[config.mk]
export PLATFORM = sky130hd
export DESIGN_NAME = spi_master_fifo_controller
export DESIGN_NICKNAME = d
export VERILOG_FILES = /design/src/smfc_pkg.sv /design/src/smfc_ram.sv /design/src/smfc_core.sv /design/src/spi_master_fifo_controller.sv
export SDC_FILE = /design/constraint.sdc
export NUM_CORES = 1
export LEC_CHECK = 0
export BUFFER_PORTS_ARGS = -buffer_cell sky130_fd_sc_hd__buf_2
export CAP_MARGIN = 10
export CORE_ASPECT_RATIO = 1.25
export CORE_MARGIN = 8
export CORE_UTILIZATION = 30
export CTS_CLUSTER_SIZE = 24
export DETAILED_ROUTE_END_ITERATION = 8
export PLACE_DENSITY = 0.58
export SYNTH_ARGS = -nofsm -noshare
export SYNTH_HDL_FRONTEND = slang
export SYNTH_HIERARCHICAL = 1
export SYNTH_SLANG_ARGS = --single-unit
[constraint.sdc]
create_clock -name clk -period 4.1 [get_ports clk]
set_clock_uncertainty 0.1 [all_clocks]
set_input_delay 0.41 -clock clk [delete_from_list [all_inputs] [get_ports clk]]
set_output_delay 0.41 -clock clk [all_outputs]
set_load 0.005 [all_outputs]
[src/smfc_pkg.sv]
`timescale 1ns / 1ps
package smfc_pkg;

  localparam int unsigned DivWidth    = 12;
  localparam int unsigned SelectLines = 4;
  localparam int unsigned ByteWidth   = 8;
  localparam int unsigned LastBit     = 7;

  // input actions
  typedef enum logic [1:0] {
    ACT_IDLE = 2'd0,
    ACT_PUSH = 2'd1,
    ACT_POP  = 2'd2,
    ACT_RSVD = 2'd3
  } smfc_action_t;

  // select modes
  localparam logic [1:0] SEL_AUTO  = 2'd0;
  localparam logic [1:0] SEL_AUTO1 = 2'd1;
  localparam logic [1:0] SEL_HOLD  = 2'd2;
  localparam logic [1:0] SEL_OFF   = 2'd3;

  // register indexes
  localparam logic [2:0] REG_DIVIDER = 3'd0;
  localparam logic [2:0] REG_POL     = 3'd1;
  localparam logic [2:0] REG_MODE    = 3'd2;
  localparam logic [2:0] REG_ID      = 3'd3;
  localparam logic [2:0] REG_TXMARK  = 3'd4;
  localparam logic [2:0] REG_RXMARK  = 3'd5;
  localparam logic [2:0] REG_IRQEN   = 3'd6;

  typedef struct packed {
    logic [1:0] action;
    logic [7:0] tx_byte;
    logic       miso;
  } smfc_in_t;

  typedef struct packed {
    logic       sck;
    logic       mosi;
    logic [3:0] select_n;
    logic [7:0] rx_byte;
    logic       rx_empty;
    logic       tx_full;
    logic       tx_pending;
    logic       rx_pending;
    logic       irq;
    logic       busy_res;
  } smfc_out_t;

  typedef struct packed {
    logic [DivWidth-1:0] clock_divider;
    logic                clock_polarity;
    logic [1:0]          select_mode;
    logic [1:0]          select_id;
    logic [3:0]          tx_mark;
    logic [2:0]          rx_mark;
    logic [1:0]          irq_enable;
    logic                release_hold;
  } smfc_cfg_t;

endpackage

[src/smfc_ram.sv]
`timescale 1ns / 1ps
module smfc_ram #(
  parameter int unsigned DEPTH = 8,
  parameter int unsigned WIDTH = 8
) (
  input  logic                     clk,
  input  logic                     wr_en,
  input  logic [$clog2(DEPTH)-1:0] wr_addr,
  input  logic [WIDTH-1:0]         wr_data,
  input  logic                     rd_en,
  input  logic [$clog2(DEPTH)-1:0] rd_addr,
  output logic [WIDTH-1:0]         rd_data
);

  logic [WIDTH-1:0] mem_r [DEPTH];
  logic [WIDTH-1:0] rd_data_r;

  // write port
  always_ff @(posedge clk) begin
    if (wr_en) begin
      mem_r[wr_addr] <= wr_data;
    end
  end

  // registered read, held between reads
  always_ff @(posedge clk) begin
    if (rd_en) begin
      rd_data_r <= mem_r[rd_addr];
    end
  end

  assign rd_data = rd_data_r;

endmodule

[src/smfc_core.sv]
`timescale 1ns / 1ps
module smfc_core #(
  parameter int unsigned FIFO_DEPTH = 8
) (
  input  logic              clk,
  input  logic              rst_n,
  input  smfc_pkg::smfc_cfg_t cfg,
  input  logic              in_valid,
  output logic              in_ready,
  input  smfc_pkg::smfc_in_t  in_data,
  output logic              out_valid,
  input  logic              out_ready,
  output smfc_pkg::smfc_out_t out_data
);
  import smfc_pkg::*;

  localparam int unsigned PW = $clog2(FIFO_DEPTH);
  localparam int unsigned CW = $clog2(FIFO_DEPTH + 1);
  localparam int unsigned MW = (CW > 4) ? CW : 4;

  function automatic logic [PW-1:0] adv(input logic [PW-1:0] p);
    adv = (p == PW'(FIFO_DEPTH - 1)) ? '0 : p + 1'b1;
  endfunction

  // state
  logic [PW-1:0] tx_rp_r, tx_rp_nxt, tx_wp_r, tx_wp_nxt;
  logic [PW-1:0] rx_rp_r, rx_rp_nxt, rx_wp_r, rx_wp_nxt;
  logic [CW-1:0] tx_cnt_r, tx_cnt_nxt, rx_cnt_r, rx_cnt_nxt;
  logic [7:0]    shift_out_r, shift_out_nxt, shift_in_r, shift_in_nxt;
  logic [2:0]    bit_idx_r, bit_idx_nxt;
  logic [DivWidth-1:0] hp_cnt_r, hp_cnt_nxt;
  logic          phase_r, phase_nxt, active_r, active_nxt, held_r, held_nxt;
  logic          load_pend_r, load_pend_nxt, fwd_r, fwd_nxt;
  logic [7:0]    fwd_byte_r, fwd_byte_nxt;

  // first stage: flags waiting on memory read data
  logic          s1_valid_r;
  logic          s1_pop_ok_r, s1_mosi_mem_r;
  smfc_out_t     s1_data_r, s1_data_nxt;
  logic          pop_ok, mosi_mem;

  // output stage
  logic          out_valid_r;
  smfc_out_t     out_data_r;

  logic          acc, s1_move;
  logic          tx_wr_en, tx_rd_en, rx_wr_en, rx_rd_en;
  logic [7:0]    tx_rdata, rx_rdata, shift_eff, mem_word;
  logic          asserted;
  smfc_out_t     s1_res;

  assign s1_move  = s1_valid_r && (!out_valid_r || out_ready);
  assign in_ready = !s1_valid_r || s1_move;
  assign acc      = in_valid && in_ready;

  smfc_ram #(.DEPTH(FIFO_DEPTH), .WIDTH(ByteWidth)) u_tx_ram (
    .clk    (clk),
    .wr_en  (tx_wr_en),
    .wr_addr(tx_wp_r),
    .wr_data(in_data.tx_byte),
    .rd_en  (tx_rd_en),
    .rd_addr(tx_rp_r),
    .rd_data(tx_rdata)
  );

  smfc_ram #(.DEPTH(FIFO_DEPTH), .WIDTH(ByteWidth)) u_rx_ram (
    .clk    (clk),
    .wr_en  (rx_wr_en),
    .wr_addr(rx_wp_r),
    .wr_data(shift_in_r),
    .rd_en  (rx_rd_en),
    .rd_addr(rx_rp_r),
    .rd_data(rx_rdata)
  );

  assign mem_word  = fwd_r ? fwd_byte_r : tx_rdata;
  assign shift_eff = load_pend_r ? mem_word : shift_out_r;

  // advance fifos and shifter only on an accepted word
  always_comb begin
    logic start;
    start         = 1'b0;
    tx_rp_nxt     = tx_rp_r;
    tx_wp_nxt     = tx_wp_r;
    tx_cnt_nxt    = tx_cnt_r;
    rx_rp_nxt     = rx_rp_r;
    rx_wp_nxt     = rx_wp_r;
    rx_cnt_nxt    = rx_cnt_r;
    shift_out_nxt = shift_out_r;
    shift_in_nxt  = shift_in_r;
    bit_idx_nxt   = bit_idx_r;
    hp_cnt_nxt    = hp_cnt_r;
    phase_nxt     = phase_r;
    active_nxt    = active_r;
    held_nxt      = cfg.release_hold ? 1'b0 : held_r;
    load_pend_nxt = load_pend_r;
    fwd_nxt       = fwd_r;
    fwd_byte_nxt  = fwd_byte_r;
    tx_wr_en      = 1'b0;
    tx_rd_en      = 1'b0;
    rx_wr_en      = 1'b0;
    rx_rd_en      = 1'b0;
    pop_ok        = 1'b0;
    mosi_mem      = 1'b0;
    s1_data_nxt   = '0;

    if (acc) begin
      shift_out_nxt = shift_eff;
      load_pend_nxt = 1'b0;
      // push or pop
      if (in_data.action == ACT_PUSH) begin
        if (tx_cnt_r != CW'(FIFO_DEPTH)) begin
          tx_wr_en   = 1'b1;
          tx_wp_nxt  = adv(tx_wp_r);
          tx_cnt_nxt = tx_cnt_r + 1'b1;
        end
      end else if (in_data.action == ACT_POP) begin
        if (rx_cnt_r != '0) begin
          rx_rd_en   = 1'b1;
          pop_ok     = 1'b1;
          rx_rp_nxt  = adv(rx_rp_r);
          rx_cnt_nxt = rx_cnt_r - 1'b1;
        end else begin
          s1_data_nxt.rx_empty = 1'b1;
        end
      end

      // shifter
      if (!active_r) begin
        start = (tx_cnt_nxt != '0);
      end else if (hp_cnt_r < cfg.clock_divider) begin
        hp_cnt_nxt = hp_cnt_r + 1'b1;
      end else begin
        hp_cnt_nxt = '0;
        if (!phase_r) begin
          shift_in_nxt = {shift_in_r[6:0], in_data.miso};
          phase_nxt    = 1'b1;
        end else begin
          phase_nxt     = 1'b0;
          shift_out_nxt = {shift_eff[6:0], 1'b0};
          if (bit_idx_r != 3'(LastBit)) begin
            bit_idx_nxt = bit_idx_r + 1'b1;
          end else begin
            if (rx_cnt_nxt != CW'(FIFO_DEPTH)) begin
              rx_wr_en   = 1'b1;
              rx_wp_nxt  = adv(rx_wp_r);
              rx_cnt_nxt = rx_cnt_nxt + 1'b1;
            end
            if (tx_cnt_nxt != '0) begin
              start = 1'b1;
            end else begin
              active_nxt  = 1'b0;
              bit_idx_nxt = '0;
            end
          end
        end
      end

      // load next byte; forward a push into an empty fifo
      if (start) begin
        tx_rd_en      = 1'b1;
        fwd_nxt       = tx_wr_en && (tx_wp_r == tx_rp_r);
        fwd_byte_nxt  = in_data.tx_byte;
        tx_rp_nxt     = adv(tx_rp_r);
        tx_cnt_nxt    = tx_cnt_nxt - 1'b1;
        shift_in_nxt  = '0;
        bit_idx_nxt   = '0;
        hp_cnt_nxt    = '0;
        phase_nxt     = 1'b0;
        active_nxt    = 1'b1;
        load_pend_nxt = 1'b1;
        mosi_mem      = 1'b1;
        if (cfg.select_mode == SEL_HOLD) begin
          held_nxt = 1'b1;
        end
      end

      // result fields known this cycle
      s1_data_nxt.sck  = active_nxt ? (phase_nxt ? cfg.clock_polarity : ~cfg.clock_polarity)
                                    : cfg.clock_polarity;
      s1_data_nxt.mosi = active_nxt && shift_out_nxt[7];
      asserted = (cfg.select_mode != SEL_OFF) &&
                 (active_nxt || (cfg.select_mode == SEL_HOLD && held_nxt));
      s1_data_nxt.select_n   = asserted ? ~(4'b0001 << cfg.select_id) : 4'hf;
      s1_data_nxt.tx_full    = (tx_cnt_nxt == CW'(FIFO_DEPTH));
      s1_data_nxt.tx_pending = MW'(tx_cnt_nxt) < MW'(cfg.tx_mark);
      s1_data_nxt.rx_pending = MW'(rx_cnt_nxt) > MW'(cfg.rx_mark);
      s1_data_nxt.irq        = (cfg.irq_enable[0] && s1_data_nxt.tx_pending) ||
                               (cfg.irq_enable[1] && s1_data_nxt.rx_pending);
      s1_data_nxt.busy_res   = active_nxt;
    end else begin
      asserted = 1'b0;
    end
  end

  // merge memory read data into the result
  always_comb begin
    s1_res         = s1_data_r;
    s1_res.rx_byte = s1_pop_ok_r ? rx_rdata : '0;
    if (s1_mosi_mem_r) begin
      s1_res.mosi = mem_word[7];
    end
  end

  // state registers
  always_ff @(posedge clk) begin
    if (!rst_n) begin
      tx_rp_r     <= '0;
      tx_wp_r     <= '0;
      tx_cnt_r    <= '0;
      rx_rp_r     <= '0;
      rx_wp_r     <= '0;
      rx_cnt_r    <= '0;
      shift_out_r <= '0;
      shift_in_r  <= '0;
      bit_idx_r   <= '0;
      hp_cnt_r    <= '0;
      phase_r     <= 1'b0;
      active_r    <= 1'b0;
      held_r      <= 1'b0;
      load_pend_r <= 1'b0;
      fwd_r       <= 1'b0;
    end else begin
      tx_rp_r     <= tx_rp_nxt;
      tx_wp_r     <= tx_wp_nxt;
      tx_cnt_r    <= tx_cnt_nxt;
      rx_rp_r     <= rx_rp_nxt;
      rx_wp_r     <= rx_wp_nxt;
      rx_cnt_r    <= rx_cnt_nxt;
      shift_out_r <= shift_out_nxt;
      shift_in_r  <= shift_in_nxt;
      bit_idx_r   <= bit_idx_nxt;
      hp_cnt_r    <= hp_cnt_nxt;
      phase_r     <= phase_nxt;
      active_r    <= active_nxt;
      held_r      <= held_nxt;
      load_pend_r <= load_pend_nxt;
      fwd_r       <= fwd_nxt;
    end
  end

  always_ff @(posedge clk) begin
    fwd_byte_r <= fwd_byte_nxt;
  end

  // pipeline stage and output register
  always_ff @(posedge clk) begin
    if (!rst_n) begin
      s1_valid_r  <= 1'b0;
      out_valid_r <= 1'b0;
    end else begin
      if (acc) begin
        s1_valid_r <= 1'b1;
      end else if (s1_move) begin
        s1_valid_r <= 1'b0;
      end
      if (s1_move) begin
        out_valid_r <= 1'b1;
      end else if (out_ready) begin
        out_valid_r <= 1'b0;
      end
    end
  end

  always_ff @(posedge clk) begin
    if (acc) begin
      s1_data_r     <= s1_data_nxt;
      s1_pop_ok_r   <= pop_ok;
      s1_mosi_mem_r <= mosi_mem;
    end
    if (s1_move) begin
      out_data_r <= s1_res;
    end
  end

  assign out_valid = out_valid_r;
  assign out_data  = out_data_r;

endmodule

[src/spi_master_fifo_controller.sv]
`timescale 1ns / 1ps
// Two register stages; an accepted input word is registered in the first
// stage and moves to the output register once that is empty or being taken.
// Throughput: one word per cycle while out_ready holds; the fifo memories
// have a registered read, and a pipeline stage plus output register absorb it.
// Reset (rst_n, synchronous, active low) empties both fifos, idles the
// shifter, releases the held select and restores register defaults.
module spi_master_fifo_controller #(
  parameter int unsigned FIFO_DEPTH = 8
) (
  input  logic                clk,
  input  logic                rst_n,
  input  logic                in_valid,
  output logic                in_ready,
  input  smfc_pkg::smfc_in_t  in_data,
  output logic                out_valid,
  input  logic                out_ready,
  output smfc_pkg::smfc_out_t out_data,
  input  logic                psel,
  input  logic                penable,
  input  logic                pwrite,
  input  logic [4:0]          paddr,
  input  logic [31:0]         pwdata,
  output logic [31:0]         prdata,
  output logic                pready
);
  import smfc_pkg::*;

  logic [DivWidth-1:0] div_r;
  logic                pol_r;
  logic [1:0]          mode_r, id_r, irqen_r;
  logic [3:0]          txmark_r;
  logic [2:0]          rxmark_r;
  logic                wr, release_hold;
  logic [2:0]          idx;
  smfc_cfg_t           cfg;

  assign pready = 1'b1;
  assign wr     = psel && penable && pwrite;
  assign idx    = paddr[4:2];

  // drop a held select when mode or id changes in hold mode
  always_comb begin
    release_hold = 1'b0;
    if (wr && mode_r == SEL_HOLD) begin
      if (idx == REG_MODE && pwdata[1:0] != SEL_HOLD) begin
        release_hold = 1'b1;
      end
      if (idx == REG_ID && pwdata[1:0] != id_r) begin
        release_hold = 1'b1;
      end
    end
  end

  // register writes
  always_ff @(posedge clk) begin
    if (!rst_n) begin
      div_r    <= DivWidth'(3);
      pol_r    <= 1'b0;
      mode_r   <= SEL_AUTO;
      id_r     <= '0;
      txmark_r <= '0;
      rxmark_r <= '0;
      irqen_r  <= '0;
    end else if (wr) begin
      case (idx)
        REG_DIVIDER: div_r    <= pwdata[DivWidth-1:0];
        REG_POL:     pol_r    <= pwdata[0];
        REG_MODE:    mode_r   <= pwdata[1:0];
        REG_ID:      id_r     <= pwdata[1:0];
        REG_TXMARK:  txmark_r <= pwdata[3:0];
        REG_RXMARK:  rxmark_r <= pwdata[2:0];
        REG_IRQEN:   irqen_r  <= pwdata[1:0];
        default: ;
      endcase
    end
  end

  // register reads
  always_comb begin
    case (idx)
      REG_DIVIDER: prdata = 32'(div_r);
      REG_POL:     prdata = 32'(pol_r);
      REG_MODE:    prdata = 32'(mode_r);
      REG_ID:      prdata = 32'(id_r);
      REG_TXMARK:  prdata = 32'(txmark_r);
      REG_RXMARK:  prdata = 32'(rxmark_r);
      REG_IRQEN:   prdata = 32'(irqen_r);
      default:     prdata = '0;
    endcase
  end

  always_comb begin
    cfg.clock_divider  = div_r;
    cfg.clock_polarity = pol_r;
    cfg.select_mode    = mode_r;
    cfg.select_id      = id_r;
    cfg.tx_mark        = txmark_r;
    cfg.rx_mark        = rxmark_r;
    cfg.irq_enable     = irqen_r;
    cfg.release_hold   = release_hold;
  end

  smfc_core #(.FIFO_DEPTH(FIFO_DEPTH)) u_core (
    .clk      (clk),
    .rst_n    (rst_n),
    .cfg      (cfg),
    .in_valid (in_valid),
    .in_ready (in_ready),
    .in_data  (in_data),
    .out_valid(out_valid),
    .out_ready(out_ready),
    .out_data (out_data)
  );

endmodule

# After elaboration in Yosys (flattened, before gate mapping)
# Memories as Yosys holds them, arrays and structs flattened. A register that Yosys moved wholly into a read port is not among the register bits.
# Cells that the tools add are included.
[totals]
register_bits = 126
mem_bits_rw = 128
inputBits = 55
out_inout_bits = 55
elab_cells = 225
mem_count = 2
[mem_list]
columns = ["memory", "depth", "word_bits", "rd", "rd_ports_with_merged_regs", "write_ports", "line", "source"]
rows = [
  ["u_core.u_rx_ram.mem_r", 8, 8, 1, 1, 1, "smfc_ram.sv:15", "logic [WIDTH-1:0] mem_r [DEPTH];"],
  ["u_core.u_tx_ram.mem_r", 8, 8, 1, 1, 1, "smfc_ram.sv:15", ""],
]
[op_classes]
add_sub_neg = 10
n_lt_le_gt_ge = 3
eq_ne = 24
shift = 1
mux = 92
bitwise = 6
n_reduce_logical = 41
[op_table]
columns = ["operator", "n"]
rows = [
  ["one-hot mux 12 bit (7 select lines)", 1],
  ["2-to-1 mux 8 bit", 10],
  ["2-to-1 mux 4 bit", 15],
  ["2-to-1 mux 1 bit", 53],
  ["2-to-1 mux 12 bit", 3],
  ["2-to-1 mux 3 bit", 10],
  ["== test 3 bit, second input constant", 7],
  ["AND reduction 2 bit", 9],
  ["adder 3 x 1 -> 3 bit, second input constant", 5],
  ["logical AND 1 bit", 13],
  ["adder 12 x 1 -> 12 bit, second input constant", 1],
  ["< comparator 12 bit", 1],
  ["adder 4 x 1 -> 4 bit, second input constant", 2],
  ["!= test 2 bit, second input constant", 4],
  ["!= test 4 bit, second input constant", 2],
  ["AND reduction 4 bit", 2],
  ["nonzero test 2 bit", 4],
  ["nonzero test 4 bit", 2],
  ["subtractor 4 x 1 -> 4 bit, second input constant", 2],
  ["== test 3 x 2 -> 1 bit, second input constant", 2],
  ["!= test 3 bit, second input constant", 2],
  ["AND reduction 6 bit", 1],
  ["NOT 1 bit", 5],
  ["AND reduction 5 bit", 1],
  ["other kinds (15)", 20],
]

# Depth between registers and ports, before layout
[logic_depth]
word_depth = 18
depth_mapped = 18
mapped_depth_nobuf = 18

# Modules after synthesis
# Netlist, hierarchy kept.
[modules_own_cells]
columns = ["module", "instances", "cells_each", "area_each_um2", "seq_area_each_um2"]
rows = [
  ["smfc_ram", 2, 114, 2771.4, 2162.1],
  ["smfc_core", 1, 554, 5188.7, 2422.3],
  ["spi_master_fifo_controller", 1, 170, 1507.7, 520.5],
]

# Least setup slack after synthesis
# No wires, ideal clock.
[synth_path]
path_type = "register to register"
start = "register u_core.rx_cnt_r[0]"
end = "memory u_core.u_rx_ram.mem_r[0][0], enable pin"
setup_ps = 383
arrival_ps = 3025
t_required_ps = 3617
setup_slack_ps = 591
stages_incl_launch_ff = 15
path_buffers = 0
period_less_slack_ps = 3509
cell_sequence = "dfxtp_1 -> inv_1 -> ha_1 -> a21oi_1 -> nor2_1 -> a21oi_1 -> inv_1 -> ha_1 -> nand2_1 -> o221ai_1 -> a211oi_2 -> nand2_1 -> inv_1 -> nand2b_1 -> nor3_1"
[synth_via]
elab_chain_cells = 14
elab_cells_between_ends = 15
cone_classes = "1 x add/sub; 1 x eq/ne; 12 x mux; 1 x reduce/logical"
[synth_rtl]
columns = ["element", "line", "source"]
rows = [
  ["from (decl)", "smfc_core.sv:28", "logic [CW-1:0] tx_cnt_r, tx_cnt_nxt, rx_cnt_r, rx_cnt_nxt;"],
  ["from (signal assigned)", "smfc_core.sv:229", "rx_cnt_r <= rx_cnt_nxt;"],
  ["subtractor 4 x 1 -> 4 bit / nonzero test 4 bit (equally long branches)", "smfc_core.sv:122, smfc_core.sv:118", ""],
  ["2-to-1 mux 4 bit", "smfc_core.sv:118", "if (rx_cnt_r != '0) begin"],
  ["2-to-1 mux 4 bit", "smfc_core.sv:117", "end else if (in_data.action == ACT_POP) begin"],
  ["2-to-1 mux 4 bit *", "smfc_core.sv:111", "if (in_data.action == ACT_PUSH) begin"],
  ["2-to-1 mux 4 bit *", "smfc_core.sv:107", "if (acc) begin"],
  ["!= test 4 bit *", "smfc_core.sv:144", "if (rx_cnt_nxt != CW'(FIFO_DEPTH)) begin"],
  ["2-to-1 mux 1 bit *", "smfc_core.sv:144", ""],
  ["2-to-1 mux 1 bit *", "smfc_core.sv:141", "if (bit_idx_r != 3'(LastBit)) begin"],
  ["2-to-1 mux 1 bit *", "smfc_core.sv:135", "if (!phase_r) begin"],
  ["2-to-1 mux 1 bit *", "smfc_core.sv:131", "end else if (hp_cnt_r < cfg.clock_divider) begin"],
  ["2-to-1 mux 1 bit *", "smfc_core.sv:129", "if (!active_r) begin"],
  ["2-to-1 mux 1 bit *", "smfc_core.sv:107", ""],
  ["named net u_core.rx_wr_en", "smfc_core.sv:47", "logic tx_wr_en, tx_rd_en, rx_wr_en, rx_rd_en;"],
  ["2-to-1 mux 1 bit *", "smfc_ram.sv:20", "if (wr_en) begin"],
  ["2-to-1 mux 1 bit (implied by the code) *", "smfc_ram.sv:21", "mem_r[wr_addr] <= wr_data;"],
  ["to (decl)", "smfc_ram.sv:15", ""],
]
# Mark *: on every way through the listed nets, which the timed path passes. The rest lies on a longest branch. The select of a mux whose other input is x is not followed.

==> impl_metrics.csv <==
group,metric,value,unit
outcome,status,"completed",
power_and_ir_drop,power.share.sequential,0.449,
power_and_ir_drop,p_leak,5.15,nW
logic_synthesis,synth_warnings,6,
power_and_ir_drop,combPwrFrac,0.145,
die,chipHeight,242,µm
placed_design,detailed_place_hpwl,16800,µm
clock_tree,clk_root_buffer_cell,"clkbuf_16",
final_layout,layout_common_cells,"edfxtp_1, nand2_1, dfxtp_1, nor2_1, buf_2",
power_and_ir_drop,maximum_vdd_drop,0.000349,V
placed_design,io_buffers,66,
setup_path,timing.critical_path.fanout_max,8,
sta,timing_worst_slew_pin_value,1.11,ns
setup_path,regToRegEndpoint,"u_core/s1_data_r[1]",
power_and_ir_drop,switching_power,0.00179,W
final_layout,instances_no_fill,1613,
sta,rsz0062_at_grt,"no",
sta,timing.final.crit_share,0.898,
final_layout,nets_final,1132,
route,avgRoutedWirePerCell,15.1,µm
global_route,grt_pass1_vias,7493,
route,route.vias.total,7386,
setup_path,timing.reg2reg.setup_slack,0.42,ns
sta,count_of_final_max_slew_check_failures,0,
sta,period_minus_slack,3.68,ns
final_layout,flow.area_growth_from_synthesis,17.0,%
global_route,antenna_violations_before_repair,2,
die,core_region_area,40200,µm²
setup_path,crit_required,4.29,ns
clock_tree,postCtsResizedCells,0,
placed_design,finalWeightedCongestion,0.783,
final_layout,final_cell_area,14300,µm²
power_and_ir_drop,total_power,0.00717,W
route,post_drt_via_cell_ratio,4.58,
logic_synthesis,ys_seq_area_frac,0.594,
route,iter_0_drt_violations,415,
sta,final-hold-violation-count,0,
die,placement_rows,82,
power_and_ir_drop,power_per_cell_area,501,nW/µm²
clock_tree,cts.htree.levels,1,
route,drtAntennaViolNets,0,
placed_design,placed_cell_area,13200,µm²
power_and_ir_drop,clockPowerShare,0.405,
logic_synthesis,main_synth_ff_type,"edfxtp_1",
clock_tree,maximum_root_to_sink_buffer_count,3,
global_route,overflow,0,
global_route,groute.usage.overall,0.0995,
min_path,hold_depth,3,
sta,setup_tns,0,ns
logic_synthesis,synth_async_sr_flop_share,0,
logic_synthesis,synthDistinctLibCells,69,
power_and_ir_drop,internal-power,0.00538,W
setup_path,regToRegStartpoint,"div_r[11]",
logic_synthesis,synth_edf_count,186,
min_path,min-delay-path-class,"input port to register",
logic_synthesis,synth_cells,952,
die,die-area,47600,µm²
clock_tree,cts_buffers,28,
route,post-route-drc-count,0,
clock_tree,cts_tree,"yes",
sta,fmax,272,MHz
final_layout,layout_commonest_cell,"edfxtp_1",
logic_synthesis,syn-cell-area,12200,µm²
setup_path,timing.critical_path.arrival,3.88,ns
final_layout,post_route_cells_drive_above_1_share,0.170,
setup_path,worst_setup_path_start_kind,"register",
logic_synthesis,synthesis.area_per_instance,12.9,µm²
min_path,source_of_the_worst_hold_timing_path,"pwdata[11]",
placed_design,post-place-cells,1552,
global_route,grt_max_degree,62,
final_layout,layout_filler_cell_count,3975,
global_route,global_route_wire_length_before_repair,38900,µm
route,routed_wl,24300,µm
clock_tree,cts_sinks,270,
setup_path,end_kind,"register",
power_and_ir_drop,share_of_total_power_consumed_by_net_switching,0.250,
sta,timing.final.setup_violations,0,
die,floorplan.initialDensity,0.304,
logic_synthesis,postSynthRegisterBits,270,
job,count_of_maximum_capacitance_violations,0,
route,length_of_the_first_detailed_routing_pass_in_iterations,4,
min_path,worstHoldEndpoint,"div_r[11]",
sta,max_slew_margin,0.260,
setup_path,timing_worst_setup_path_type,"register to register",
die,chipWidth,197,µm
clock_tree,clk_pin_slew_worst_paths,0.07,ns
setup_path,worstRegToRegCells,12,
die,design.portCount,110,
clock_tree,clkLatencyLatePin,0.55,ns
-- through the flow --
stage	setup WS, ns	hold slack (ns)	util
4_1_cts	0.403	0.00365	0.356
3_3_place_gp	0.450	0.304	0.327
5_1_grt	0.0596	0.000221	0.356
6_report	0.418	0.0244	0.356
2_1_floorplan	0.591	0.300	-
3_5_place_dp	0.382	0.305	0.327
-- layout make-up --
| cell class | instances | area, µm² | share of cell area |
|---|---|---|---|
| Antenna cell | 2 | 5.00 | 0.000350 |
| Clock buffer | 35 | 737 | 0.0515 |
| Clock inverter | 17 | 342 | 0.0239 |
| Inverter | 39 | 146 | 0.0102 |
| Multi-Input combinational cell | 605 | 4540 | 0.317 |
| Sequential cell | 270 | 7270 | 0.508 |
| Tap cell | 546 | 683 | 0.0477 |
| Timing Repair Buffer | 99 | 596 | 0.0416 |
-- layer usage --
layer / up-vias / global-route usage / share of wire
met5: - / 0 / 0
met4: 0 / 0.0341 / 0.025
met3: 39 / 0.0149 / 0.037
met2: 114 / 0.187 / 0.53
met1: 3573 / 0.112 / 0.41
li1: 3660 / - / -
-- Yosys cell counts, drive strengths merged (5+ instances only) --
master  instances  area share
a211oi          8      0.0053
a21o            5      0.0031
a21oi          39       0.016
and2           19      0.0097
buf            36       0.023
clkbuf         21      0.0064
dfxtp          84        0.14
edfxtp        186        0.46
ha             34       0.035
inv            37       0.011
mux2           23       0.021
mux2i          44       0.036
mux4           32       0.068
nand2         111       0.035
nand2b         14      0.0072
nand3          16      0.0065
nand3b          7      0.0043
nand4          11      0.0056
nor2           76       0.026
nor2b           7      0.0036
nor3           14      0.0057
nor4            7      0.0036
o21a            6      0.0037
o21ai          29       0.012
or3             6      0.0031
xnor2          13      0.0093
xor2           13      0.0093
-- worst max-delay path, stage by stage (launching register included) --
cell      delay, ns
dfxtp_1        0.35
inv_1          0.05
ha_1           0.28
and4_1         0.21
nand2_1        0.08
or4_1          0.75
a311oi_4       0.38
buf_4          0.23
mux2i_1        0.29
ha_1           0.18
nand2_1        0.06
o311ai_0       0.34
nand3_1        0.11
-- state kept, by name, summed over array words and instances (netlist names), 12 cells and up --
register / flops
u_core/hp_cnt_r: 12
u_core/u_rx_ram/mem_r: 64
u_core/out_data: 20
u_core/s1_data_r: 12
u_core/u_tx_ram/mem_r: 64
div_r: 12
-- kinds of logic (layout without fill, tap and decap cells) --
group	after synthesis	after routing	share of synthesized area
buf+inv	96	190	0.0412
fa+ha+maj	34	34	0.0348
compound gates	115	115	0.0609
xor+xnor	26	26	0.0186
flops	270	270	0.594
other cells	2	23	0.000614
mux	99	99	0.125
simple gates	310	310	0.125
-- how the worst max path moves through the flow --
stage	start	to	slack (ns)	cells after the start
floorplan	u_core/rx_cnt_r[0]	u_core/u_rx_ram/mem_r[0][0]	0.59	14
global placement	div_r[11]	u_core/s1_data_r[2]	0.45	13
detailed placement	in_data[10]	u_core/s1_data_r[1]	0.38	14
CTS	div_r[11]	u_core/s1_data_r[1]	0.40	12
global route	u_core/rx_cnt_r[0]	u_core/s1_data_r[1]	0.06	18
finish	div_r[11]	u_core/s1_data_r[1]	0.42	12
-- power by group through the flow --
stage	combinational [W]	clock [W]	sequential, W
6_report	0.00104	0.00291	0.00322
5_1_grt	0.00117	0.00309	0.00325
4_1_cts	0.00106	0.00299	0.00323
3_5_place_dp	0.00105	0	0.00329
3_3_place_gp	0.00103	0	0.00328
2_1_floorplan	0.000829	0	0.00321
-- timing repair --
action / 4_1_cts / 5_1_grt
hold buffers: 7 / 0
hold endpoints to repair: 7 / 0
endpoints found under the setup margin: 0 / 0
buffers inserted: 0 / 0
Power figures use the tool's default switching activity.
